[config.mk]
export PLATFORM = sky130hd
export DESIGN_NAME = ftbgf_ctrl
export DESIGN_NICKNAME = d
export VERILOG_FILES = /design/src/rtl/core/ftbgf_pkg.sv /design/src/rtl/core/ftbgf_ctrl.sv
export SDC_FILE = /design/constraint.sdc
export NUM_CORES = 1
export LEC_CHECK = 0
export ABC_CLOCK_PERIOD_IN_PS = 3840
export BUFFER_PORTS_ARGS = -buffer_cell sky130_fd_sc_hd__buf_2
export CAP_MARGIN = 20
export CORE_ASPECT_RATIO = 1.25
export CORE_MARGIN = 2
export CORE_UTILIZATION = 55
export DETAILED_ROUTE_END_ITERATION = 12
export MAX_ROUTING_LAYER = met4
export PLACE_DENSITY = 0.78
export SLEW_MARGIN = 20
export SYNTH_ARGS = -nofsm -noshare
export SYNTH_HDL_FRONTEND = slang
export SYNTH_SLANG_ARGS = --single-unit
[constraint.sdc]
create_clock -name clk -period 3.84 [get_ports clk]
set_input_delay 0.384 -clock clk [delete_from_list [all_inputs] [get_ports clk]]
set_output_delay 0.384 -clock clk [all_outputs]
set_load 0.02 [all_outputs]
[src/rtl/core/ftbgf_pkg.sv]
`default_nettype none
// ----------------------------------------------------------------------------
// ftbgf_pkg
// Shared types and constants of the force/torque gravity compensation filter.
// ----------------------------------------------------------------------------
package ftbgf_pkg;

    localparam int BIAS_SAMPLES = 64;
    localparam int CNT_W        = 7;
    localparam int LANE_W       = 3;
    localparam int LANES        = 6;

    localparam int WR_W   = 24;   // wrench sample and filter width
    localparam int Q_W    = 16;   // quaternion component width
    localparam int SUM_W  = 32;   // bias sum width
    localparam int A_W    = 36;   // multiplier operand a
    localparam int B_W    = 21;   // multiplier operand b
    localparam int P_W    = A_W + B_W;
    localparam int T_W    = 44;   // partial result register
    localparam int R_W    = 21;   // rounded rotation row entry
    localparam int MG_W   = 35;   // load mass times gravity
    localparam int LD_W   = 31;   // load wrench entry
    localparam int CIDX_W = 3;
    localparam int CDAT_W = 16;

    localparam logic signed [A_W-1:0] GRAV_Q16 = A_W'(2632453);

    typedef enum logic [CIDX_W-1:0] {
        REG_FILTER_GAIN   = 3'd0,
        REG_LOAD_MASS     = 3'd1,
        REG_LOAD_OFFSET_X = 3'd2,
        REG_LOAD_OFFSET_Y = 3'd3,
        REG_LOAD_OFFSET_Z = 3'd4
    } reg_idx_t;

    typedef enum logic [4:0] {
        ST_IDLE,
        ST_MG,
        ST_Q0, ST_Q1, ST_Q2, ST_Q3, ST_Q4, ST_Q5, ST_Q6, ST_Q7,
        ST_F0, ST_F1, ST_F2, ST_FW,
        ST_T0A, ST_T0B, ST_T1A, ST_T1B, ST_T2A, ST_T2B, ST_TE,
        ST_BIAS,
        ST_AVG,
        ST_FA, ST_FB, ST_FC,
        ST_DONE
    } state_t;

    typedef struct packed {
        state_t            step;
        logic [LANE_W-1:0] lane;
        logic              capture;
        logic              publish;
        logic              calibrated;
    } cmd_t;

endpackage
`default_nettype wire

[src/rtl/core/ftbgf_ctrl.sv]
`default_nettype none
// ----------------------------------------------------------------------------
// ftbgf_ctrl
// Sequencer: steps the shared multiplier, counts bias samples, owns handshakes.
// ----------------------------------------------------------------------------
module ftbgf_ctrl (
    input  wire logic           clk,
    input  wire logic           rst_n,
    input  wire logic           in_valid,
    output logic                in_ready,
    input  wire logic           pose_valid,
    output logic                out_valid,
    input  wire logic           out_ready,
    output ftbgf_pkg::cmd_t     cmd
);

    ftbgf_pkg::state_t                 state_reg, state_next;
    logic [ftbgf_pkg::CNT_W-1:0]       count_reg, count_next;
    logic [ftbgf_pkg::LANE_W-1:0]      lane_reg, lane_next;
    logic                              calib_reg, calib_next;
    logic                              out_valid_reg, out_valid_next;
    logic                              publish;

    always_ff @(posedge clk or negedge rst_n)
    begin
        if (!rst_n)
        begin
            state_reg     <= ftbgf_pkg::ST_IDLE;
            count_reg     <= '0;
            lane_reg      <= '0;
            calib_reg     <= 1'b0;
            out_valid_reg <= 1'b0;
        end
        else
        begin
            state_reg     <= state_next;
            count_reg     <= count_next;
            lane_reg      <= lane_next;
            calib_reg     <= calib_next;
            out_valid_reg <= out_valid_next;
        end
    end

    always_comb
    begin
        state_next = state_reg;
        count_next = count_reg;
        lane_next  = lane_reg;
        calib_next = calib_reg;
        publish    = 1'b0;
        unique case (state_reg)
            ftbgf_pkg::ST_IDLE:
            begin
                if (in_valid)
                    state_next = pose_valid ? ftbgf_pkg::ST_MG : ftbgf_pkg::ST_DONE;
            end
            ftbgf_pkg::ST_MG:  state_next = ftbgf_pkg::ST_Q0;
            ftbgf_pkg::ST_Q0:  state_next = ftbgf_pkg::ST_Q1;
            ftbgf_pkg::ST_Q1:  state_next = ftbgf_pkg::ST_Q2;
            ftbgf_pkg::ST_Q2:  state_next = ftbgf_pkg::ST_Q3;
            ftbgf_pkg::ST_Q3:  state_next = ftbgf_pkg::ST_Q4;
            ftbgf_pkg::ST_Q4:  state_next = ftbgf_pkg::ST_Q5;
            ftbgf_pkg::ST_Q5:  state_next = ftbgf_pkg::ST_Q6;
            ftbgf_pkg::ST_Q6:  state_next = ftbgf_pkg::ST_Q7;
            ftbgf_pkg::ST_Q7:  state_next = ftbgf_pkg::ST_F0;
            ftbgf_pkg::ST_F0:  state_next = ftbgf_pkg::ST_F1;
            ftbgf_pkg::ST_F1:  state_next = ftbgf_pkg::ST_F2;
            ftbgf_pkg::ST_F2:  state_next = ftbgf_pkg::ST_FW;
            ftbgf_pkg::ST_FW:  state_next = ftbgf_pkg::ST_T0A;
            ftbgf_pkg::ST_T0A: state_next = ftbgf_pkg::ST_T0B;
            ftbgf_pkg::ST_T0B: state_next = ftbgf_pkg::ST_T1A;
            ftbgf_pkg::ST_T1A: state_next = ftbgf_pkg::ST_T1B;
            ftbgf_pkg::ST_T1B: state_next = ftbgf_pkg::ST_T2A;
            ftbgf_pkg::ST_T2A: state_next = ftbgf_pkg::ST_T2B;
            ftbgf_pkg::ST_T2B: state_next = ftbgf_pkg::ST_TE;
            ftbgf_pkg::ST_TE:
            begin
                lane_next  = '0;
                state_next = calib_reg ? ftbgf_pkg::ST_FA : ftbgf_pkg::ST_BIAS;
            end
            ftbgf_pkg::ST_BIAS:
            begin
                count_next = count_reg + ftbgf_pkg::CNT_W'(1);
                if (count_next == ftbgf_pkg::CNT_W'(ftbgf_pkg::BIAS_SAMPLES))
                    state_next = ftbgf_pkg::ST_AVG;
                else
                    state_next = ftbgf_pkg::ST_DONE;
            end
            ftbgf_pkg::ST_AVG:
            begin
                calib_next = 1'b1;
                state_next = ftbgf_pkg::ST_FA;
            end
            ftbgf_pkg::ST_FA:  state_next = ftbgf_pkg::ST_FB;
            ftbgf_pkg::ST_FB:  state_next = ftbgf_pkg::ST_FC;
            ftbgf_pkg::ST_FC:
            begin
                if (lane_reg == ftbgf_pkg::LANE_W'(ftbgf_pkg::LANES - 1))
                    state_next = ftbgf_pkg::ST_DONE;
                else
                begin
                    lane_next  = lane_reg + ftbgf_pkg::LANE_W'(1);
                    state_next = ftbgf_pkg::ST_FA;
                end
            end
            ftbgf_pkg::ST_DONE:
            begin
                // The result register may still hold the previous beat.
                if (!out_valid_reg || out_ready)
                begin
                    publish    = 1'b1;
                    state_next = ftbgf_pkg::ST_IDLE;
                end
            end
            default: state_next = ftbgf_pkg::ST_IDLE;
        endcase
    end

    always_comb
    begin
        out_valid_next = out_valid_reg;
        if (out_ready)
            out_valid_next = 1'b0;
        if (publish)
            out_valid_next = 1'b1;
    end

    assign in_ready       = (state_reg == ftbgf_pkg::ST_IDLE);
    assign out_valid      = out_valid_reg;
    assign cmd.step       = state_reg;
    assign cmd.lane       = lane_reg;
    assign cmd.capture    = in_valid && (state_reg == ftbgf_pkg::ST_IDLE);
    assign cmd.publish    = publish;
    assign cmd.calibrated = calib_reg;

endmodule
`default_nettype wire

==> metrics.yaml, run 1 <==
status: "finished clean"
io_buffers: 17
multiInputGateArea_um2: 564
design_area_um2: 1160
synth_area_leader_cell: "dfrtp_1"
final-seq-area_um2: 425
dr.pass1.iters: 4
internal_power_uw: 418
timing.final.hold_violations: 0
regToRegEndpoint: "state_reg[3]$_DFFE_PN0P_"
syn_area_per_cell_um2: 9.46
insertedDiodeCount: 0
period_share_pct: 60.4
p_clk_share_pct: 12.7
drv_slew: 0
ys_warn_count: 0
synth_top_cell_area_share_pct: 40.1
cts_sinks: 17
synth_cell_types: 41
cts.clk_slew.worst_paths_ns: 0.11
r2r-start: "state_reg[3]$_DFFE_PN0P_"
synthCells: 112
worstPathRequired_ns: 3.46
crit_chain: "nand2_1 -> or4b_1 -> a21oi_1 -> buf_2"
drtIter0Drc: 10
worst_slew_pin_slew_ns: 0.479
p_leak_nw: 0.528
crit_arrival_ns: 1.94
swShare_pct: 46.6
antenna_found_initial: 0
power_uw: 782
whs_path_depth: 2
fmax_ghz: 0.431
core_um2: 1790
largest_reg_flops: 7
fin_cells: 144
reg2reg_slack_ns: 1.92
overflow: 0
dp.cells: 139
syn_area_um2: 1060
fin_util_pct: 65.0
hold_start: "out_ready"
r2r_cells: 5
slew_headroom_pct: 68.1
peakVddDrop_uv: 433
antenna_left: 0
worst_path_max_delay_cell: "dfrtp_1"
postCtsSetupBuffers: 0
finalSetupViolations: 0
combPwrFrac_pct: 43.1
cts_buffers: 3
fin_nets: 135
power.density_nw_per_um2: 673
setup_tns_ns: 0
rsz0062_at_grt: "no"
syn_to_final_growth_pct: 9.56
layout_common_cells: "dfrtp_1, buf_2, nand2_1, inv_1, nor2_1"
hold_end: "out_valid$_DFFE_PN0P_"
grt_pass1_wl_um: 3390
power_frac_seq_pct: 44.3
worstPathMaxFanout: 14
grt_pass1_vias: 823
worstSetupEndpointType: "output port"
num_io_pins: 18
clk_path_buf_depth: 2
vias_per_cell: 5.88
cap_viol_max_count: 0
synth_seq_cells: 17
die_w_um: 43.3
switchingPower_uw: 364
h-tree-depth: 1
cts_tree: "yes"
initial_core_util_pct: 59.3
place_area_um2: 1120
hpwl_um: 1470
vias: 847
wl_per_cell_um: 13.7
drc: 0
setup.worst_path.start_class: "register"
die_h_um: 53.1
drt-total-wl_um: 1980
ys.flop_type: "dfrtp_1"
synth_edf_count: 0
grt_use_total_pct: 20.5
die_area_um2: 2300
final_layout_size_suffix_gt1_share_pct: 26.4
period_minus_slack_ns: 2.32
synth_seq_area_share_pct: 40.1
clkLatencyLatePin_ns: 0.29
critPathMaxStageDelay_ns: 0.66
synth.area.top_cells: "dfrtp_1, ha_1, nand2_1"
grt_max_degree: 18
num_rows: 17
gp_congestion: 0.868
async_reset_ff_share_pct: 100
cts-root-buf: "clkbuf_4"
worstHoldPathType: "input port to register"
critPathKind: "register to output port"
fillers: 162
fin_worst_skew_ns: 0.00828
syn_nets: 121
==> area by class of cell <==
type,count,area share [%]
inverter,6,1.94
multi-input combinational,80,48.6
sequential,17,36.6
timing repair buffer,18,8.19
clock buffer,3,1.94
tap,19,2.05
clock inverter,1,0.647
==> what timing repair did <==
action / 4_1_cts / 5_1_grt
hold buffers: 1 / 0
hold endpoints to repair: 11 / 0
gates resized for setup: 0 / 0
setup endpoints to repair: 0 / 0
==> critical path: cells and delay by family (launching register included) <==
family / cells / cell delay, ns
compound gates: 1 / 0.13
simple gates: 2 / 0.68
flops: 1 / 0.66
buf+inv: 1 / 0.17
==> kinds of logic (layout without fill, tap and decap cells) <==
family,count (synthesis),count (layout),synth area share (%)
buffers and inverters,15,28,6.61
AND/OR/NAND/NOR,40,40,22.3
AO/OA/AOI/OAI,24,24,15.3
flip-flops,17,17,40.1
multiplexers,6,6,5.90
XOR/XNOR,6,6,4.96
adder cells (fa/ha/maj),4,4,4.72
==> synth_stat cells, drive strengths merged (2+ instances only) <==
| cell type | n |
|---|---|
| nand2 | 12 |
| nand3 | 4 |
| ha | 4 |
| o21ai | 6 |
| o22ai | 2 |
| inv | 6 |
| a21oi | 4 |
| or2 | 3 |
| nand4 | 2 |
| nor4 | 3 |
| nor2 | 6 |
| dfrtp | 17 |
| or4b | 2 |
| or3 | 2 |
| mux2 | 2 |
| mux2i | 4 |
| clkbuf | 4 |
| a31oi | 3 |
| xnor2 | 5 |
| buf | 5 |
==> power groups by stage <==
stage / logic, mW / registers (mW) / clock network [mW]
after floorplan: 0.292 / 0.317 / 0
after global placement: 0.330 / 0.340 / 0
after detailed placement: 0.338 / 0.347 / 0
after CTS: 0.341 / 0.344 / 0.102
after global routing: 0.374 / 0.358 / 0.108
final: 0.337 / 0.346 / 0.0989
==> how the worst max path moves through the flow <==
| stage | start | to | slack [ns] | cells after the start |
|---|---|---|---|---|
| after global placement | state_reg[3]$_DFFE_PN0P_ | cmd[1] | 1.91 | 4 |
| after global routing | state_reg[3]$_DFFE_PN0P_ | cmd[1] | 1.37 | 4 |
| after detailed placement | state_reg[3]$_DFFE_PN0P_ | cmd[1] | 1.87 | 4 |
| after floorplan | state_reg[1]$_DFFE_PN0P_ | cmd[2] | 1.75 | 4 |
| after CTS | state_reg[3]$_DFFE_PN0P_ | cmd[1] | 1.52 | 4 |
| final | state_reg[3]$_DFFE_PN0P_ | cmd[1] | 1.52 | 4 |
==> per-stage QoR <==
| step | hold WS (ns) | worst slack (ns) |
|---|---|---|
| 3_3_place_gp | 0.324 | 1.91 |
| 5_1_grt | 0.316 | 1.37 |
| 3_5_place_dp | 0.329 | 1.87 |
| 2_1_floorplan | 0.0884 | 1.75 |
| 6_report | 0.302 | 1.52 |
| 4_1_cts | 0.302 | 1.52 |
==> layer usage <==
layer  vias up  part of all wire, %  global-route usage [%]
met2        14                   49                    34.3
li1        424                    -                       -
met4         0                  1.9                    11.1
met1       403                   46                    24.2
met5         -                    0                       -
met3         6                  2.8                    2.05
Power figures use the tool's default switching activity.
==> run 2, diff against run 1 <==
--- a/config.mk
+++ b/config.mk
@@ -5,15 +5,15 @@
 export SDC_FILE = /design/constraint.sdc
 export NUM_CORES = 1
 export LEC_CHECK = 0
-export ABC_CLOCK_PERIOD_IN_PS = 3840
+export ABC_CLOCK_PERIOD_IN_PS = 2050
 export BUFFER_PORTS_ARGS = -buffer_cell sky130_fd_sc_hd__buf_2
 export CAP_MARGIN = 20
 export CORE_ASPECT_RATIO = 1.25
 export CORE_MARGIN = 2
-export CORE_UTILIZATION = 55
+export CORE_UTILIZATION = 49
 export DETAILED_ROUTE_END_ITERATION = 12
 export MAX_ROUTING_LAYER = met4
-export PLACE_DENSITY = 0.78
+export PLACE_DENSITY = 0.74
 export SLEW_MARGIN = 20
 export SYNTH_ARGS = -nofsm -noshare
 export SYNTH_HDL_FRONTEND = slang
==> constraint.sdc (replaced) <==
create_clock -name clk -period 2.05 [get_ports clk]
set_input_delay 0.205 -clock clk [delete_from_list [all_inputs] [get_ports clk]]
set_output_delay 0.205 -clock clk [all_outputs]
set_load 0.02 [all_outputs]
==> run 2 against run 1 <==
  * Via count grew 4.1%
  * Clock power up 77%
  * Final cell count is 4.2% higher
  * Routed wire length up 7.8%
  * Sequential share of layout area shrank 0.84 points
  * Non-clock buffer count is 5 higher
  * Hold slack got worse by 0.18 ns
  * Total power up 95%
  * Count of clock-buffer cells in the layout did not move
  * Combinational power grew 130%
  * Register-to-register slack got worse by 1.6 ns
  * Sequential cell count unchanged
==> metrics.yaml, run 2 (same netlist as run 1, synthesis figures left out) <==
status: "finished clean"
die_h_um: 56.0
grt_pass1_wl_um: 3710
rsz0062_at_grt: "no"
timing.final.hold_violations: 0
hpwl_um: 1630
regToRegEndpoint: "state_reg[3]$_DFFE_PN0P_"
cap_viol_max_count: 0
slew_headroom_pct: 73.4
initial_core_util_pct: 52.9
dr.pass1.iters: 4
postCtsSetupBuffers: 0
reg2reg_slack_ns: 0.34
cts.clk_slew.worst_paths_ns: 0.10
gp_congestion: 0.826
place_area_um2: 1160
crit_arrival_ns: 1.72
cts-root-buf: "clkbuf_4"
antenna_left: 0
cts_tree: "yes"
switchingPower_uw: 694
peakVddDrop_uv: 660
crit_end: "cmd[2]"
cp-startpoint: "state_reg[1]$_DFFE_PN0P_"
p_clk_share_pct: 11.5
hold_ws_ns: 0.121
largest_reg_flops: 7
layout_commonest_cell: "buf_2"
syn_to_final_growth_pct: 13.5
setup_tns_ns: 0
vias_per_cell: 5.88
final_layout_size_suffix_gt1_share_pct: 32.3
vias: 882
r2r-start: "state_reg[1]$_DFFE_PN0P_"
grt_pass1_vias: 886
grt_max_degree: 18
fin_cells: 150
drv_slew: 0
busiest_layer: "met2"
insertedDiodeCount: 0
io_buffers: 17
antenna_found_initial: 0
drc: 0
internal_power_uw: 833
multiInputGateArea_um2: 564
design_area_um2: 1200
worstHoldPathType: "input port to register"
critPathMaxStageDelay_ns: 0.50
setup.worst_path.start_class: "register"
overflow: 0
power_frac_seq_pct: 38.8
fmax_ghz: 0.519
h-tree-depth: 1
fin_nets: 140
period_minus_slack_ns: 1.93
swShare_pct: 45.4
worst_path_max_delay_cell: "dfrtp_2"
dp.cells: 145
finalSetupViolations: 0
num_rows: 18
power.density_nw_per_um2: 1270
use_met3_pct: 2.92
worstPathMaxFanout: 13
fillers: 183
fin_worst_skew_ns: 0.00281
combPwrFrac_pct: 49.7
clk_path_buf_depth: 2
grt_use_met2_pct: 30.8
grt_use_total_pct: 19.9
drt-total-wl_um: 2130
die_w_um: 45.6
r2r_cells: 5
crit_chain: "or2_2 -> nor4_2 -> and2_1 -> buf_2"
grtUsageMet1_pct: 24.1
clkLatencyLatePin_ns: 0.28
drtIter0Drc: 11
worstSetupEndpointType: "output port"
worstPathRequired_ns: 1.85
cts_sinks: 17
num_io_pins: 18
p_leak_nw: 0.553
worst_slew_pin_slew_ns: 0.398
wl_per_cell_um: 14.2
critPathKind: "register to output port"
period_share_pct: 93.9
final-seq-area_um2: 430
core_um2: 2000
whs_path_depth: 2
cts_buffers: 3
layout_common_cells: "buf_2, dfrtp_1, nand2_1, inv_1, nor2_1"
die_area_um2: 2550
==> run 2: cell types whose count changed in the layout (fill, tap and decap cells not counted) <==
cell and change:
buf_4 +5, dfrtp_1 -4, dfrtp_2 +4, clkinv_2 +1, clkinvlp_4 -1
==> run 2: power groups by stage <==
stage / Sequential, mW / Combinational [mW] / Clock (mW)
2_1_floorplan: 0.593 / 0.547 / 0
4_1_cts: 0.585 / 0.759 / 0.186
6_report: 0.593 / 0.759 / 0.175
3_5_place_dp: 0.592 / 0.754 / 0
5_1_grt: 0.615 / 0.841 / 0.196
3_3_place_gp: 0.581 / 0.743 / 0
==> run 2: per-layer routing <==
metal  vias to the layer above  share of wire, %
met4                         0               2.5
met1                       419                43
li1                        434                 -
met2                        23                50
met5                         -                 0
met3                         6               3.7
==> run 2: critical path: cells and delay by family, from the launching register on <==
family	cells	cell delay, ns
buffers and inverters	1	0.15
flip-flops	1	0.50
AND/OR/NAND/NOR	3	0.79
==> run 2: final cells by class <==
type                    instances  area share [%]
clock buffers                   3            1.87
clock inverters                 1           0.416
inverters                       6            1.87
multi-input cells              80            46.9
flip-flops and latches         17            35.8
well taps                      20            2.08
repair buffers                 23            11.0
==> run 2: worst min path at each step <==
stage / start / endpoint / slack (ns)
after CTS: out_ready / out_valid$_DFFE_PN0P_ / 0.11
after global routing: out_ready / out_valid$_DFFE_PN0P_ / 0.14
after detailed placement: rst_n / lane_reg[1]$_DFFE_PN0P_ / 0.15
final: out_ready / out_valid$_DFFE_PN0P_ / 0.12
after floorplan: rst_n / calib_reg$_DFFE_PN0P_ / -0.09
after global placement: rst_n / count_reg[1]$_DFFE_PN0P_ / 0.15
==> run 2: metrics by stage <==
stage / util [%] / setup WS (ns) / total power, mW
floorplan: - / 0.0726 / 1.14
global placement: 57.9 / 0.373 / 1.32
detailed placement: 57.9 / 0.320 / 1.35
CTS: 59.7 / 0.0662 / 1.53
global route: 60.0 / 0.0174 / 1.65
finish: 60.0 / 0.124 / 1.53
==> run 2: repair_timing <==
item / in CTS / in global routing
hold buffers: 1 / 0
endpoints found under the hold margin: 17 / 0
setup endpoints to repair: 0 / 2
gates resized for setup: 0 / 4
==> run 3, diff against run 2 <==
--- a/config.mk
+++ b/config.mk
@@ -6,7 +6,7 @@
 export NUM_CORES = 1
 export LEC_CHECK = 0
 export ABC_CLOCK_PERIOD_IN_PS = 2050
-export BUFFER_PORTS_ARGS = -buffer_cell sky130_fd_sc_hd__buf_2
+export BUFFER_PORTS_ARGS = -buffer_cell sky130_fd_sc_hd__clkbuf_2
 export CAP_MARGIN = 20
 export CORE_ASPECT_RATIO = 1.25
 export CORE_MARGIN = 2
==> run 3 against run 2 <==
  * Sequential cell count unchanged
  * Via count grew 0.45%
  * Maximum frequency decreased by 0.48%
  * Largest cell class unchanged
  * Final cell count fell by 0.67%
  * Hold slack better by 0.022 ns
  * Die area stayed put
  * Critical endpoint unchanged
  * Design area down 0.62%
  * Register-to-register slack barely moved
==> metrics.yaml, run 3 (same netlist as run 1, synthesis figures left out) <==
antenna_left: 0
drt-total-wl_um: 2050
final_layout_size_suffix_gt1_share_pct: 31.8
slew_headroom_pct: 70.8
insertedDiodeCount: 0
die_area_um2: 2550
worstPathRequired_ns: 1.85
vias_per_cell: 5.95
grt_pass1_wl_um: 3480
layout_commonest_cell: "clkbuf_2"
busiest_layer: "met2"
cts_tree: "yes"
grt_pass1_vias: 843
worstHoldPathType: "input port to register"
fillers: 178
fin_cells: 149
fmax_ghz: 0.517
antenna_found_initial: 0
die_w_um: 45.6
r2r_cells: 5
timing.final.hold_violations: 0
hold_end: "out_valid$_DFFE_PN0P_"
status: "finished clean"
overflow: 0
dp.cells: 144
place_ws_ns: 0.292
whs_path_depth: 2
largest_reg_flops: 7
reg2reg_slack_ns: 0.35
multiInputGateArea_um2: 564
grtUsageMet1_pct: 22.8
cts_buffers: 3
initial_core_util_pct: 52.9
drv_slew: 0
worstSetupEndpointType: "output port"
fin_worst_skew_ns: 0.000997
gp_congestion: 0.871
period_share_pct: 94.4
grt_use_met2_pct: 30.0
hpwl_um: 1540
period_minus_slack_ns: 1.93
clkLatencyLatePin_ns: 0.28
layout_common_cells: "clkbuf_2, dfrtp_1, nand2_1, inv_1, nor2_1"
grt_max_degree: 18
fin_ws_ns: 0.115
wl_per_cell_um: 13.8
num_rows: 18
use_met3_pct: 2.92
cts.clk_slew.worst_paths_ns: 0.10
regToRegEndpoint: "state_reg[3]$_DFFE_PN0P_"
drtIter0Drc: 10
worst_slew_pin_slew_ns: 0.438
final-seq-area_um2: 430
critPathKind: "register to output port"
fin_nets: 139
crit_arrival_ns: 1.73
finalSetupViolations: 0
cts-root-buf: "clkbuf_4"
dr.pass1.iters: 4
setup.worst_path.start_class: "register"
peakVddDrop_uv: 592
rsz0062_at_grt: "no"
syn_to_final_growth_pct: 12.8
grt_use_total_pct: 18.7
num_io_pins: 18
hold_start: "out_ready"
clk_path_buf_depth: 2
drc: 0
core_um2: 2000
worstPathMaxFanout: 13
die_h_um: 56.0
power.density_nw_per_um2: 1260
r2r-start: "state_reg[1]$_DFFE_PN0P_"
setup_tns_ns: 0
cts_sinks: 17
cap_viol_max_count: 0
p_leak_nw: 0.543
vias: 886
io_buffers: 17
h-tree-depth: 1
==> run 3: stage by stage <==
stage | power [mW] | hold WS, ns | utilization (%) | cell area (um^2)
floorplan | 1.14 | -0.0906 | - | 1060
CTS | 1.51 | 0.128 | 59.4 | 1190
detailed placement | 1.33 | 0.165 | 57.5 | 1150
finish | 1.51 | 0.143 | 59.6 | 1190
global placement | 1.31 | 0.159 | 57.5 | 1150
global route | 1.64 | 0.140 | 59.6 | 1190
==> run 3: worst max path at each step <==
stage                                          end  cells past startpoint                     start  slack, ns
final                                       cmd[2]                      4  state_reg[1]$_DFFE_PN0P_       0.12
after global routing                        cmd[2]                      4  state_reg[1]$_DFFE_PN0P_      0.005
after CTS                                   cmd[2]                      4  state_reg[1]$_DFFE_PN0P_       0.03
after detailed placement  state_reg[3]$_DFFE_PN0P_                      5  state_reg[1]$_DFFE_PN0P_       0.29
after global placement    count_reg[5]$_DFFE_PN0P_                      5  state_reg[1]$_DFFE_PN0P_       0.36
after floorplan           state_reg[3]$_DFFE_PN0P_                      6  state_reg[1]$_DFFE_PN0P_       0.07
==> run 3: report_power, final <==
part	internal (mW)	switching [mW]	leakage (nW)	total (mW)
registers	0.434	0.171	0.217	0.604
logic	0.316	0.413	0.308	0.728
clock network	0.0724	0.102	0.0177	0.175
==> run 3: layout make-up <==
cell class	count	area share, %
clock buffers	3	1.88
clock inverters	1	0.419
multi-input cells	80	47.2
well taps	20	2.09
flip-flops and latches	17	36.0
repair buffers	22	10.5
inverters	6	1.88
==> run 3: what timing repair did <==
| item | CTS | global route |
|---|---|---|
| endpoints found under the setup margin | 0 | 2 |
| hold buffers | 1 | 0 |
| gates resized for setup | 0 | 4 |
| setup buffers | 0 | 0 |
| hold endpoints to repair | 17 | 0 |
==> run 3: critical path, cell delays in order (launching register included) <==
cell      delay, ns
dfrtp_2        0.50
or2_2          0.39
nor4_2         0.23
and2_1         0.17
clkbuf_2       0.16
==> run 3: layer usage <==
metal	up-vias	part of all wire [%]
li1	435	-
met1	430	43
met2	19	53
met3	2	3.8
met4	0	0.63
met5	-	0
